## src/hdl/bitplane_palette_pixel_expander_top_macros.svh

```systemverilog
// assertion helpers, clocked on aclk and quiet during reset
`ifndef BITPLANE_PALETTE_PIXEL_EXPANDER_TOP_MACROS_SVH
`define BITPLANE_PALETTE_PIXEL_EXPANDER_TOP_MACROS_SVH

`ifndef NO_ASSERTIONS

// same-cycle implication
`define BPPE_ASSERT_SAME(lbl, ante, cons) \
    lbl: assert property (@(posedge aclk) disable iff (!aresetn) (ante) |-> (cons)) \
        else $error("bppe assertion failed");

// next-cycle implication
`define BPPE_ASSERT_NEXT(lbl, ante, cons) \
    lbl: assert property (@(posedge aclk) disable iff (!aresetn) (ante) |=> (cons)) \
        else $error("bppe assertion failed");

`else

`define BPPE_ASSERT_SAME(lbl, ante, cons)
`define BPPE_ASSERT_NEXT(lbl, ante, cons)

`endif

`endif

```

## src/hdl/bppe_pkg.sv

```systemverilog
`default_nettype none

package bppe_pkg;

    // palette geometry
    localparam int PALETTE_ENTRIES = 16;
    localparam int PAL_AW          = (PALETTE_ENTRIES > 1) ? $clog2(PALETTE_ENTRIES) : 1;
    localparam int COLOUR_W        = 24;
    localparam int IDX_W           = 4;

    // expansion
    localparam int PIXELS_PER_BYTE = 8;
    localparam int CNT_W           = $clog2(PIXELS_PER_BYTE);
    localparam logic [CNT_W-1:0] LAST_CNT = CNT_W'(PIXELS_PER_BYTE - 1);

    // stream widths
    localparam int S_TDATA_W = 64;
    localparam int M_TDATA_W = 32;

    // apb
    localparam int APB_AW = 3;
    localparam int APB_DW = 32;

    typedef enum logic {
        FUNC_PALETTE = 1'b0,
        FUNC_PLANE   = 1'b1
    } func_t;

    // register word index (paddr[2])
    typedef enum logic {
        REG_DISPLAY_ENABLE = 1'b0,
        REG_PLANE_MODE     = 1'b1
    } reg_idx_t;

    // input payload, last member in the lowest bits
    typedef struct packed {
        logic [3:0]       pad;
        logic [7:0]       plane_three;
        logic [7:0]       plane_two;
        logic [7:0]       plane_one;
        logic [7:0]       plane_zero;
        logic [7:0]       in_blue;
        logic [7:0]       in_green;
        logic [7:0]       in_red;
        logic [IDX_W-1:0] palette_index;
    } s_data_t;

    // result payload
    typedef struct packed {
        logic [3:0]       pad;
        logic [IDX_W-1:0] colour_index;
        logic [7:0]       out_blue;
        logic [7:0]       out_green;
        logic [7:0]       out_red;
    } m_data_t;

    // one pixel moving through the read stage
    typedef struct packed {
        logic [IDX_W-1:0] idx;
        logic             hit;
        logic             last;
    } pix_ctl_t;

endpackage

`default_nettype wire

```

## src/hdl/bppe_ram.sv

```systemverilog
`default_nettype none

module bppe_ram #(
    parameter int DATA_W = 24,
    parameter int DEPTH  = 16,
    parameter int ADDR_W = (DEPTH > 1) ? $clog2(DEPTH) : 1
) (
    input  wire logic              aclk,
    input  wire logic              we,
    input  wire logic [ADDR_W-1:0] waddr,
    input  wire logic [DATA_W-1:0] wdata,
    input  wire logic              re,
    input  wire logic [ADDR_W-1:0] raddr,
    output logic      [DATA_W-1:0] rdata
);

    logic [DATA_W-1:0] mem_reg [DEPTH];
    logic [DATA_W-1:0] rdata_reg;

    // read-first: a read and a write in the same cycle returns the old word
    always_ff @(posedge aclk) begin
        if (we) begin
            mem_reg[waddr] <= wdata;
        end
        if (re) begin
            rdata_reg <= mem_reg[raddr];
        end
    end

    assign rdata = rdata_reg;

endmodule

`default_nettype wire

```

## src/hdl/bitplane_palette_pixel_expander_top.sv

```systemverilog
// Planar-to-chunky expander with a 16-entry 24-bit RGB palette. A request with
// tuser = 0 stores one colour at palette_index and gives no result; a request
// with tuser = 1 carries one byte of each bitplane and, while the display is
// enabled, gives eight pixels, bit 0 of the bytes first, the eighth marked by
// m_tlast. Plane 0 supplies index bit 0; in two-plane mode planes 2 and 3 read
// as zero. Each pixel carries its colour index and the palette colour at it.
// While the read stage is free the expander issues one palette read per cycle
// through the single read port of the palette memory; the stream runs at one
// pixel per cycle while m_tready holds. A palette write is taken in the cycle
// the previous plane request issues its last read. Each pixel passes the plane
// registers, the read stage and the output register. Palette entries read as
// black until written (per-entry valid flags, no clearing pass after reset).
// Registers: 0x0 display_enable (reset 1), 0x4 plane_mode (reset 0, 1 = four
// planes). Change them only while no request is in flight.
`default_nettype none

`include "bitplane_palette_pixel_expander_top_macros.svh"

module bitplane_palette_pixel_expander_top (
    input  wire logic                            aclk,
    input  wire logic                            aresetn,
    // input stream
    input  wire logic                            s_tvalid,
    output logic                                 s_tready,
    // palette_index[3:0], in_red[11:4], in_green[19:12], in_blue[27:20],
    // plane_zero[35:28], plane_one[43:36], plane_two[51:44],
    // plane_three[59:52], zero[63:60]
    input  wire logic [bppe_pkg::S_TDATA_W-1:0]  s_tdata,
    // func[0]
    input  wire logic                            s_tuser,
    // pixel stream
    output logic                                 m_tvalid,
    input  wire logic                            m_tready,
    // out_red[7:0], out_green[15:8], out_blue[23:16], colour_index[27:24],
    // zero[31:28]
    output logic      [bppe_pkg::M_TDATA_W-1:0]  m_tdata,
    // last_pixel
    output logic                                 m_tlast,
    // register port
    input  wire logic                            psel,
    input  wire logic                            penable,
    input  wire logic                            pwrite,
    input  wire logic [bppe_pkg::APB_AW-1:0]     paddr,
    input  wire logic [bppe_pkg::APB_DW-1:0]     pwdata,
    output logic      [bppe_pkg::APB_DW-1:0]     prdata,
    output logic                                 pready
);

    // ---------------------------------------------------------------
    // register file
    // ---------------------------------------------------------------
    logic                 disp_en_reg, disp_en_next;
    logic                 mode_reg, mode_next;
    logic                 cfg_wr;
    bppe_pkg::reg_idx_t   cfg_idx;

    assign pready  = 1'b1;
    assign cfg_wr  = psel && penable && pwrite && pready;
    assign cfg_idx = bppe_pkg::reg_idx_t'(paddr[2]);

    always_comb begin
        disp_en_next = disp_en_reg;
        mode_next    = mode_reg;
        if (cfg_wr) begin
            case (cfg_idx)
                bppe_pkg::REG_DISPLAY_ENABLE: disp_en_next = pwdata[0];
                bppe_pkg::REG_PLANE_MODE:     mode_next    = pwdata[0];
                default: ;
            endcase
        end
    end

    always_comb begin
        case (cfg_idx)
            bppe_pkg::REG_DISPLAY_ENABLE: prdata = {{(bppe_pkg::APB_DW-1){1'b0}}, disp_en_reg};
            bppe_pkg::REG_PLANE_MODE:     prdata = {{(bppe_pkg::APB_DW-1){1'b0}}, mode_reg};
            default:                      prdata = '0;
        endcase
    end

    always_ff @(posedge aclk) begin
        if (!aresetn) begin
            disp_en_reg <= 1'b1;
            mode_reg    <= 1'b0;
        end else begin
            disp_en_reg <= disp_en_next;
            mode_reg    <= mode_next;
        end
    end

    // ---------------------------------------------------------------
    // request decode
    // ---------------------------------------------------------------
    bppe_pkg::s_data_t  s_data;
    bppe_pkg::func_t    s_func;
    logic               s_acc;
    logic               pal_wr;
    logic               plane_load;
    logic               wr_in_range;
    logic [bppe_pkg::PAL_AW-1:0] wr_addr;

    assign s_data     = bppe_pkg::s_data_t'(s_tdata);
    assign s_func     = bppe_pkg::func_t'(s_tuser);
    assign s_acc      = s_tvalid && s_tready;
    // writes beyond the palette are dropped
    assign wr_in_range = 32'(s_data.palette_index) < bppe_pkg::PALETTE_ENTRIES;
    assign wr_addr    = s_data.palette_index[bppe_pkg::PAL_AW-1:0];
    assign pal_wr     = s_acc && (s_func == bppe_pkg::FUNC_PALETTE) && wr_in_range;
    // display off: plane request is consumed with no pixels
    assign plane_load = s_acc && (s_func == bppe_pkg::FUNC_PLANE) && disp_en_reg;

    // ---------------------------------------------------------------
    // pipeline handshake: expander -> read stage -> output register
    // ---------------------------------------------------------------
    logic gen_vld_reg, gen_vld_next;
    logic rd_vld_reg, rd_vld_next;
    logic out_vld_reg, out_vld_next;
    logic out_free, rd_free;
    logic gen_issue, gen_last_issue;

    logic [7:0] p0_reg, p0_next;
    logic [7:0] p1_reg, p1_next;
    logic [7:0] p2_reg, p2_next;
    logic [7:0] p3_reg, p3_next;
    logic [bppe_pkg::CNT_W-1:0] cnt_reg, cnt_next;

    assign out_free       = !out_vld_reg || m_tready;
    assign rd_free        = !rd_vld_reg || out_free;
    assign gen_issue      = gen_vld_reg && rd_free;
    assign gen_last_issue = gen_issue && (cnt_reg == bppe_pkg::LAST_CNT);

    // a new request (either kind) once the last read of the current one goes out;
    // a palette write in that same cycle lands after the read (read-first memory)
    assign s_tready = !gen_vld_reg || gen_last_issue;

    // ---------------------------------------------------------------
    // expander: shift the plane bytes one bit per issued pixel
    // ---------------------------------------------------------------
    always_comb begin
        gen_vld_next = gen_vld_reg;
        p0_next      = p0_reg;
        p1_next      = p1_reg;
        p2_next      = p2_reg;
        p3_next      = p3_reg;
        cnt_next     = cnt_reg;
        if (gen_issue) begin
            p0_next  = p0_reg >> 1;
            p1_next  = p1_reg >> 1;
            p2_next  = p2_reg >> 1;
            p3_next  = p3_reg >> 1;
            cnt_next = cnt_reg + 1'b1;
            if (gen_last_issue) begin
                gen_vld_next = 1'b0;
            end
        end
        if (plane_load) begin
            gen_vld_next = 1'b1;
            p0_next      = s_data.plane_zero;
            p1_next      = s_data.plane_one;
            // two-plane mode: upper planes read as zero
            p2_next      = mode_reg ? s_data.plane_two   : 8'h00;
            p3_next      = mode_reg ? s_data.plane_three : 8'h00;
            cnt_next     = '0;
        end
    end

    // ---------------------------------------------------------------
    // palette: valid flag per entry, storage in the generic ram
    // ---------------------------------------------------------------
    logic [bppe_pkg::PALETTE_ENTRIES-1:0] pal_vld_reg, pal_vld_next;
    logic [bppe_pkg::IDX_W-1:0]           rd_idx;
    logic [bppe_pkg::PAL_AW-1:0]          rd_addr;
    logic                                 rd_in_range;
    logic [bppe_pkg::COLOUR_W-1:0]        ram_rdata;
    logic [bppe_pkg::COLOUR_W-1:0]        wr_colour;

    assign rd_idx      = {p3_reg[0], p2_reg[0], p1_reg[0], p0_reg[0]};
    assign rd_addr     = rd_idx[bppe_pkg::PAL_AW-1:0];
    assign rd_in_range = 32'(rd_idx) < bppe_pkg::PALETTE_ENTRIES;
    assign wr_colour   = {s_data.in_red, s_data.in_green, s_data.in_blue};

    always_comb begin
        pal_vld_next = pal_vld_reg;
        if (pal_wr) begin
            pal_vld_next[wr_addr] = 1'b1;
        end
    end

    bppe_ram #(
        .DATA_W (bppe_pkg::COLOUR_W),
        .DEPTH  (bppe_pkg::PALETTE_ENTRIES),
        .ADDR_W (bppe_pkg::PAL_AW)
    ) u_palette (
        .aclk  (aclk),
        .we    (pal_wr),
        .waddr (wr_addr),
        .wdata (wr_colour),
        .re    (gen_issue),
        .raddr (rd_addr),
        .rdata (ram_rdata)
    );

    // ---------------------------------------------------------------
    // read stage: control travels beside the ram read
    // ---------------------------------------------------------------
    bppe_pkg::pix_ctl_t rd_ctl_reg, rd_ctl_next;

    always_comb begin
        rd_vld_next = rd_vld_reg;
        rd_ctl_next = rd_ctl_reg;
        if (rd_free) begin
            rd_vld_next = gen_issue;
        end
        if (gen_issue) begin
            // unwritten or out-of-range entries read black
            rd_ctl_next.idx  = rd_idx;
            rd_ctl_next.hit  = rd_in_range && pal_vld_reg[rd_addr];
            rd_ctl_next.last = (cnt_reg == bppe_pkg::LAST_CNT);
        end
    end

    // ---------------------------------------------------------------
    // output register
    // ---------------------------------------------------------------
    bppe_pkg::m_data_t out_data_reg, out_data_next;
    logic              out_last_reg, out_last_next;
    logic [bppe_pkg::COLOUR_W-1:0] px_colour;

    assign px_colour = rd_ctl_reg.hit ? ram_rdata : '0;

    always_comb begin
        out_vld_next  = out_vld_reg;
        out_data_next = out_data_reg;
        out_last_next = out_last_reg;
        if (out_free) begin
            out_vld_next = rd_vld_reg;
        end
        if (rd_vld_reg && out_free) begin
            out_data_next.pad          = '0;
            out_data_next.colour_index = rd_ctl_reg.idx;
            out_data_next.out_red      = px_colour[23:16];
            out_data_next.out_green    = px_colour[15:8];
            out_data_next.out_blue     = px_colour[7:0];
            out_last_next              = rd_ctl_reg.last;
        end
    end

    assign m_tvalid = out_vld_reg;
    assign m_tdata  = out_data_reg;
    assign m_tlast  = out_last_reg;

    // ---------------------------------------------------------------
    // registers
    // ---------------------------------------------------------------
    always_ff @(posedge aclk) begin
        if (!aresetn) begin
            gen_vld_reg <= 1'b0;
            rd_vld_reg  <= 1'b0;
            out_vld_reg <= 1'b0;
            pal_vld_reg <= '0;
            cnt_reg     <= '0;
        end else begin
            gen_vld_reg <= gen_vld_next;
            rd_vld_reg  <= rd_vld_next;
            out_vld_reg <= out_vld_next;
            pal_vld_reg <= pal_vld_next;
            cnt_reg     <= cnt_next;
        end
    end

    // payload, no reset
    always_ff @(posedge aclk) begin
        p0_reg       <= p0_next;
        p1_reg       <= p1_next;
        p2_reg       <= p2_next;
        p3_reg       <= p3_next;
        rd_ctl_reg   <= rd_ctl_next;
        out_data_reg <= out_data_next;
        out_last_reg <= out_last_next;
    end

    // ---------------------------------------------------------------
    // assertions
    // ---------------------------------------------------------------
    // a held read stage must keep the ram output frozen
    `BPPE_ASSERT_NEXT(a_rd_hold, rd_vld_reg && !out_free, rd_vld_reg && $stable(ram_rdata))
    // no read is issued into an occupied, stalled read stage
    `BPPE_ASSERT_SAME(a_no_overrun, gen_issue, rd_free)
    // the eighth read of a request is the one marked last
    `BPPE_ASSERT_NEXT(a_last_mark, gen_last_issue, rd_vld_reg && rd_ctl_reg.last)
    // plane request with the display off leaves the expander empty
    `BPPE_ASSERT_NEXT(a_disp_off, s_acc && s_tuser && !disp_en_reg && !gen_vld_reg, !gen_vld_reg)

endmodule

`default_nettype wire
```

## config.mk

```make
export PLATFORM = sky130hd
export DESIGN_NAME = bitplane_palette_pixel_expander_top
export DESIGN_NICKNAME = d
export VERILOG_FILES = /design/src/hdl/bppe_pkg.sv /design/src/hdl/bppe_ram.sv /design/src/hdl/bitplane_palette_pixel_expander_top.sv
export VERILOG_INCLUDE_DIRS = /design/src /design/src/hdl
export SDC_FILE = /design/constraint.sdc
export NUM_CORES = 1
export LEC_CHECK = 0
export BUFFER_PORTS_ARGS = -buffer_cell sky130_fd_sc_hd__buf_4
export CORE_UTILIZATION = 55
export CTS_BUF_LIST = sky130_fd_sc_hd__clkbuf_8
export DETAILED_ROUTE_END_ITERATION = 12
export GPL_TIMING_DRIVEN = 0
export HOLD_SLACK_MARGIN = 0.02
export PLACE_DENSITY = 0.75
export SYNTH_ARGS = -nofsm -noshare
export SYNTH_HDL_FRONTEND = slang
export SYNTH_SLANG_ARGS = --single-unit
```

## constraint.sdc

```tcl
create_clock -name aclk -period 3.5 [get_ports aclk]
set_input_delay 0.35 -clock aclk [delete_from_list [all_inputs] [get_ports aclk]]
set_output_delay 0.35 -clock aclk [all_outputs]
set_load 0.03 [all_outputs]
```

==> results of run 1 <==
power by group through the flow:
stage                     registers, mW  logic [mW]  clock network [mW]
after floorplan                    6.85       0.597                   0
after global placement             6.84       0.923                   0
after detailed placement           6.84       0.966                   0
after CTS                          6.72        1.00                4.27
after global routing               6.72        1.08                4.50
final                              6.71        1.01                4.21
through the flow:
| stage | cells | total power, mW |
|---|---|---|
| floorplan | 983 | 7.45 |
| global placement | 1531 | 7.76 |
| detailed placement | 1545 | 7.80 |
| CTS | 1711 | 12.0 |
| global route | 1712 | 12.3 |
| finish | 1712 | 11.9 |
cell type report:
class / instances / share of cell area, %
flip-flops and latches: 499 / 65.0
multi-input cells: 397 / 18.1
repair buffers: 150 / 6.27
clock buffers: 76 / 4.61
well taps: 448 / 2.47
plain buffers: 83 / 2.30
clock inverters: 55 / 1.14
inverters: 4 / 0.0662
worst max-delay path, stage by stage (launching register included):
cell	delay, ps
sky130_fd_sc_hd__dfxtp_1	360
sky130_fd_sc_hd__ha_1	160
sky130_fd_sc_hd__ha_1	180
sky130_fd_sc_hd__a21boi_2	90
sky130_fd_sc_hd__or3b_1	390
sky130_fd_sc_hd__clkbuf_1	310
sky130_fd_sc_hd__nor2_4	850
worst max-delay path by stage:
stage | startpoint | slack, ps | to | cells after the start
after floorplan | cnt_reg[0] | 710 | u_palette.mem_reg[1][0] | 5
after global placement | cnt_reg[0] | -1120 | u_palette.mem_reg[1][0] | 5
after detailed placement | cnt_reg[0] | 570 | p2_reg[1] | 7
after CTS | cnt_reg[0] | 560 | p3_reg[0] | 7
after global routing | cnt_reg[0] | 620 | u_palette.mem_reg[6][13] | 6
final | cnt_reg[0] | 760 | u_palette.mem_reg[6][13] | 6
logic make-up (layout without fill, tap and decap cells):
group / Yosys count / in the layout / share of synthesized area, %
AND/OR/NAND/NOR: 140 / 140 / 3.73
buffers and inverters: 87 / 368 / 2.81
AO/OA/AOI/OAI: 102 / 102 / 3.45
adder cells (fa/ha/maj): 2 / 2 / 0.131
XOR/XNOR: 1 / 1 / 0.0458
other: 2 / 36 / 0.0393
flip-flops: 499 / 499 / 77.1
multiplexers: 116 / 116 / 12.7
what timing repair did:
action                                 in CTS  in global routing
resized for setup                           0                  0
endpoints found under the hold margin     195                  0
hold buffers                               35                  0
Yosys cell counts, types with 2 or more instances:
| master | number | area (sq um) |
|---|---|---|
| sky130_fd_sc_hd__buf_6 | 7 | 78.8 |
| sky130_fd_sc_hd__buf_1 | 8 | 30.0 |
| sky130_fd_sc_hd__mux4_2 | 100 | 2250 |
| sky130_fd_sc_hd__nand3_1 | 7 | 35.0 |
| sky130_fd_sc_hd__or3_1 | 2 | 12.5 |
| sky130_fd_sc_hd__a22oi_1 | 50 | 375 |
| sky130_fd_sc_hd__a21oi_1 | 2 | 10.0 |
| sky130_fd_sc_hd__o21ai_0 | 38 | 190 |
| sky130_fd_sc_hd__edfxtp_1 | 475 | 14300 |
| sky130_fd_sc_hd__and3_1 | 2 | 12.5 |
| sky130_fd_sc_hd__nor2b_1 | 5 | 31.3 |
| sky130_fd_sc_hd__buf_2 | 3 | 15.0 |
| sky130_fd_sc_hd__and2_1 | 27 | 169 |
| sky130_fd_sc_hd__nand4_1 | 2 | 12.5 |
| sky130_fd_sc_hd__o21a_1 | 6 | 45.0 |
| sky130_fd_sc_hd__nor2_1 | 21 | 78.8 |
| sky130_fd_sc_hd__nand4b_1 | 2 | 17.5 |
| sky130_fd_sc_hd__dfxtp_1 | 24 | 480 |
| sky130_fd_sc_hd__mux2_1 | 5 | 56.3 |
| sky130_fd_sc_hd__or3b_2 | 2 | 17.5 |
| sky130_fd_sc_hd__o21ai_1 | 4 | 20.0 |
| sky130_fd_sc_hd__inv_1 | 3 | 11.3 |
| sky130_fd_sc_hd__clkbuf_1 | 24 | 90.1 |
| sky130_fd_sc_hd__buf_4 | 41 | 308 |
| sky130_fd_sc_hd__conb_1 | 2 | 7.51 |
| sky130_fd_sc_hd__nand2_1 | 60 | 225 |
| sky130_fd_sc_hd__ha_1 | 2 | 25.0 |
| sky130_fd_sc_hd__mux2_2 | 10 | 113 |
layer usage:
metal	track usage (%)	vias up	share of wire, %
met5	0	-	0
met4	9.43	0	2.6
met3	3.89	76	7.4
met2	38.7	496	50
met1	31.4	5077	40
li1	-	4290	-
==> summary.md, run 1 <==
| Metric | Value |
|---|---|
| GRT Util Overall | `23.4%` |
| Most common cell after layout, fill and taps aside | `sky130_fd_sc_hd__edfxtp_1` |
| Synthesis-to-layout area growth | `18.5%` |
| Proportion of layout cells with a drive suffix above 1 | `30.9%` |
| Combined area of all synthesized cells | `19100 sq um` |
| Insertion delay to the later sink of the worst-skew pair | `630 ps` |
| Number of buffers inserted to repair setup after CTS | `0` |
| Count of pins on the block boundary | `175` |
| Leakage | `7.73 nW` |
| Effective utilization at floorplan | `56.5%` |
| Net count, final | `1319` |
| Number of standard cells after synthesis | `949` |
| Wire length of the first global-routing pass | `60.7 mm` |
| FP Rows | `67` |
| WL/cell | `23.6 um` |
| Number of buffers between clock root and the deepest sink | `3` |
| Largest fanout of any net on the critical path | `24` |
| Violation count after the first detailed-routing iteration | `926` |
| Number of remaining DRC errors | `0` |
| Yosys synthesis warning count | `0` |
| Internal reg-to-reg setup slack | `760 ps` |
| Internal Pwr Total | `9.15 mW` |
| Maximum capacitance violations | `0` |
| Final HPWL DP | `24.1 mm` |
| Async SR Flop Fraction | `0%` |
| Sw frac | `23.3%` |
| Number of iterations in the first detailed-routing pass | `5` |
| Setup crit start kind | `flip-flop` |
| CP Data Required Time | `3730 ps` |
| Die Y-Extent | `188 um` |
| Switching power summed over all nets | `2.78 mW` |
| Max FFs per register | `384` |
| Critical R2R Launch | `cnt_reg[0]` |
| Worst hold path class | `in2reg` |
| Minimum setup slack in the final design | `755 ps` |
| Cell depth of the worst hold path | `1` |
| Register area share after synthesis | `77.1%` |
| Mean Syn Cell Area | `20.2 sq um` |
| Destination of the worst register-to-register timing path | `u_palette.mem_reg[6][13]` |
| Fin crit period | `2740 ps` |
| Final routed wirelength across all metal layers | `40.4 mm` |
| Number of input and output port buffers inserted | `100` |
| Hold Crit Endpoint | `u_palette.mem_reg[7][2]` |
| Number of distinct library cells after synthesis | `43` |
| Worst voltage drop across the vdd grid | `304 uV` |
| H-tree levels | `3` |
| Power Dens Cells | `526 nW/um^2` |
| Largest net degree at the start of global routing | `33` |
| Type of the setup path with the least slack | `reg2reg` |
| Setup skew after layout | `39.7 ps` |
| Area of combinational cells with multiple inputs | `4100 sq um` |
| Predominant post-synthesis flop cell | `sky130_fd_sc_hd__edfxtp_1` |
| Final antenna diode count | `0` |
| Relative max-transition margin | `34.3%` |
| Total Neg Setup Slack | `0 ps` |
| Vias after detailed routing | `9939` |
| Via/cell ratio | `5.81` |
| Die ar. | `35500 sq um` |
| Final design utilization | `66.9%` |
| Most frequent cells in the layout | `475 x sky130_fd_sc_hd__edfxtp_1, 141 x sky130_fd_sc_hd__buf_4, 100 x sky130_fd_sc_hd__mux4_2` |
| Clk pwr share | `35.3%` |
| Result of the run | `finished clean` |
| Setup repair after global routing missed its margin | `false` |
| Number of buffers created by CTS | `75` |
| Yosys reg bits | `499` |
| Chip Width | `188 um` |
| Relative contribution of sequential cells to total power | `56.3%` |
| Fmax | `364 MHz` |
| Filler instances | `2181` |
| Launch instance of the worst min-delay path | `s_tdata[22]` |
| Actual transition at the worst max-transition pin | `983 ps` |
| Setup WS pre-CTS | `566 ps` |
| Arrival @ worst endpoint | `2970 ps` |
| Endpoints failing setup | `0` |
| Max-slew violation count | `0` |
| Antenna violation net count after detailed routing | `0` |
| Worst Hold Margin | `39.6 ps` |
| Fraction of power consumed by combinational cells | `8.4%` |
| Post-route standard cell area excluding fillers | `22700 sq um` |
| Combined flip-flop and latch cell area | `14700 sq um` |
| Final worst path period share | `78.4%` |
| Cells on worst reg2reg path | `6` |
| EDFF count, synth | `475` |
| Final number of hold-violating endpoints | `0` |
| Crit path capture type | `flip-flop` |
| Placeable Area | `33900 sq um` |
| Clk Tree Root Cell | `sky130_fd_sc_hd__clkbuf_8` |
| Vias in the first global route | `10.3k` |
| Clk slew on worst S/H paths | `60 ps` |
| Number of antenna violations at the first check in global routing | `0` |
| TritonCTS clock tree | `yes` |
| Area after DPL | `21000 sq um` |
| Clk sink count | `499` |
| Leftover overflow at the end of global routing | `0` |
| Global placement routability congestion | `0.792` |
(Power assumes the default switching activity.)
==> run 2: changes to the inputs <==
==> constraint.sdc (replaced) <==
create_clock -name aclk -period 2.8 [get_ports aclk]
set_input_delay 0.28 -clock aclk [delete_from_list [all_inputs] [get_ports aclk]]
set_output_delay 0.28 -clock aclk [all_outputs]
set_load 0.03 [all_outputs]
==> run 2 against run 1 <==
  * Non-clock buffer count rose by 19
  * First-iteration DRC count rose by 6.2%
  * Sequential cell count did not move
  * Largest power group unchanged
  * Cell count rose by 1.1%
  * Largest cell class unchanged
  * Via count rose by 1.1%
  * Critical path type unchanged
  * Global-route usage rose by 0.14 points
  * Sequential share of layout area fell by 0.50 points
  * Die area did not move
==> summary.md, run 2 (same netlist as run 1, synthesis figures left out) <==
| Metric | Value |
|---|---|
| Power Dens Cells | `653 nW/um^2 (+24%)` |
| Crit path capture type | `flip-flop` |
| Largest fanout of any net on the critical path | `24 (unchanged)` |
| Max FFs per register | `384 (unchanged)` |
| Number of buffers between clock root and the deepest sink | `3 (unchanged)` |
| Clk Tree Root Cell | `sky130_fd_sc_hd__clkbuf_8` |
| Setup WS pre-CTS | `-134 ps (-700 ps)` |
| Setup repair after global routing missed its margin | `true` |
| Die Y-Extent | `188 um (unchanged)` |
| Number of antenna violations at the first check in global routing | `0 (unchanged)` |
| Number of buffers created by CTS | `75 (unchanged)` |
| Final HPWL DP | `24.1 mm (unchanged)` |
| Fin crit period | `2720 ps (-28.2 ps)` |
| Proportion of layout cells with a drive suffix above 1 | `30.5% (-0.46 points)` |
| Synthesis-to-layout area growth | `19.4%` |
| Worst voltage drop across the vdd grid | `379 uV (+25%)` |
| Placeable Area | `33900 sq um (unchanged)` |
| Effective utilization at floorplan | `56.5% (unchanged)` |
| CP Data Required Time | `3030 ps (-700 ps)` |
| FP Rows | `67 (unchanged)` |
| Wire length of the first global-routing pass | `61.1 mm (+0.66%)` |
| Final worst path period share | `97.0% (+19 points)` |
| H-tree levels | `3 (unchanged)` |
| Setup crit start kind | `flip-flop` |
| TritonCTS clock tree | `yes` |
| Fmax | `368 MHz (+1.0%)` |
| Count of pins on the block boundary | `175 (unchanged)` |
| Post-route standard cell area excluding fillers | `22800 sq um (+0.77%)` |
| Antenna violation net count after detailed routing | `0 (unchanged)` |
| Insertion delay to the later sink of the worst-skew pair | `630 ps (about the same)` |
| Final design utilization | `67.4% (+0.52 points)` |
| Minimum setup slack in the final design | `83.6 ps (-672 ps)` |
| GRT Util Overall | `23.6% (+0.14 points)` |
| Final routed wirelength across all metal layers | `40.4 mm (+0.22%)` |
| Most frequent cells in the layout | `475 x sky130_fd_sc_hd__edfxtp_1, 141 x sky130_fd_sc_hd__buf_4, 100 x sky130_fd_sc_hd__mux4_2` |
| Worst Hold Margin | `36.1 ps (-3.49 ps)` |
| Die ar. | `35500 sq um (unchanged)` |
| Type of the setup path with the least slack | `reg2reg` |
| Max-slew violation count | `0 (unchanged)` |
| Area after DPL | `21000 sq um (unchanged)` |
| Arrival @ worst endpoint | `2940 ps (-30 ps)` |
| Number of remaining DRC errors | `0 (unchanged)` |
| Actual transition at the worst max-transition pin | `986 ps (+2.35 ps)` |
| Clk slew on worst S/H paths | `60 ps (about the same)` |
| Result of the run | `finished clean` |
| Largest net degree at the start of global routing | `33 (unchanged)` |
| Maximum capacitance violations | `0 (unchanged)` |
| Chip Width | `188 um (unchanged)` |
| Leftover overflow at the end of global routing | `0 (unchanged)` |
| Number of iterations in the first detailed-routing pass | `5 (unchanged)` |
| Final antenna diode count | `0 (unchanged)` |
| Net count, final | `1338 (+1.4%)` |
| Most common cell after layout, fill and taps aside | `sky130_fd_sc_hd__edfxtp_1` |
| Setup skew after layout | `41.4 ps (+1.66 ps)` |
| Number of input and output port buffers inserted | `100 (unchanged)` |
| Vias in the first global route | `10.4k (+1.2%)` |
| Vias after detailed routing | `10.0k (+1.1%)` |
| Clk sink count | `499 (unchanged)` |
| Violation count after the first detailed-routing iteration | `983 (+6.2%)` |
| WL/cell | `23.4 um (-0.88%)` |
| Global placement routability congestion | `0.792 (unchanged)` |
| Relative max-transition margin | `34.1% (-0.16 points)` |
| Worst hold path class | `in2reg` |
| Final number of hold-violating endpoints | `0 (unchanged)` |
| Endpoints failing setup | `0 (unchanged)` |
| Via/cell ratio | `5.80 (about the same)` |
| Leakage | `7.80 nW (+0.89%)` |
| Tot Pwr | `14.9 mW (+25%)` |
[run 2: cell count changes in the layout (fill, tap and decap cells not counted), sizes merged]
cell | previous run | this run
dlygate4sd3 | 35 | 55
buf | 174 | 173
[run 2: final timing paths]
path	cells past startpoint	to	slack, ps	startpoint
setup / recovery	6	u_palette.mem_reg[6][13]	80	cnt_reg[0]
hold / removal	3	p3_reg[0]	40	s_tdata[52]
setup reg to reg	6	u_palette.mem_reg[6][13]	80	cnt_reg[0]
hold reg to reg	0	m_tlast	420	rd_ctl_reg[0]
[run 2: final cells by class]
cell class                 instances  area (sq um)
multi-input combinational        397          4100
clock buffer                      76          1050
tap                              448           561
fill                            2166         11000
clock inverter                    55           258
timing repair buffer             169          1590
sequential                       499         14700
buffer                            83           522
inverter                           4          15.0
[run 2: routing by layer]
metal / share of wire, % / track usage [%] / vias to the layer above
met3: 7.0 / 3.87 / 77
li1: - / - / 4340
met5: 0 / 0 / -
met1: 40 / 31.4 / 5182
met2: 51 / 39.1 / 446
met4: 2.4 / 9.27 / 0
[run 2: critical path, stage by stage, from the launching register on]
cell and delay [ps]:
sky130_fd_sc_hd__dfxtp_1 360, sky130_fd_sc_hd__ha_1 160, sky130_fd_sc_hd__ha_1 180, sky130_fd_sc_hd__a21boi_2 90
sky130_fd_sc_hd__or3b_1 390, sky130_fd_sc_hd__clkbuf_1 300, sky130_fd_sc_hd__nor2_4 830
[run 2: power breakdown]
group,switching [mW],internal [mW]
clock network,2.71,2.55
logic,0.720,0.551
registers,0.0422,8.35
total,3.47,11.4
[run 2: timing repair]
| item | in CTS | in global routing |
|---|---|---|
| buffers inserted | 0 | 0 |
| hold buffers | 55 | 0 |
| hold endpoints to repair | 413 | 0 |
| gates resized for setup | 1 | 0 |
| setup endpoints to repair | 32 | 72 |
| cloned | 0 | 0 |
| pin swaps | 0 | 2 |
[run 2: through the flow]
| stage | cells | setup TNS [ps] |
|---|---|---|
| after CTS | 1731 | 0 |
| final | 1731 | 0 |
| after global placement | 1531 | -445460 |
| after detailed placement | 1545 | -4280 |
| after floorplan | 983 | 0 |
| after global routing | 1731 | -1150 |
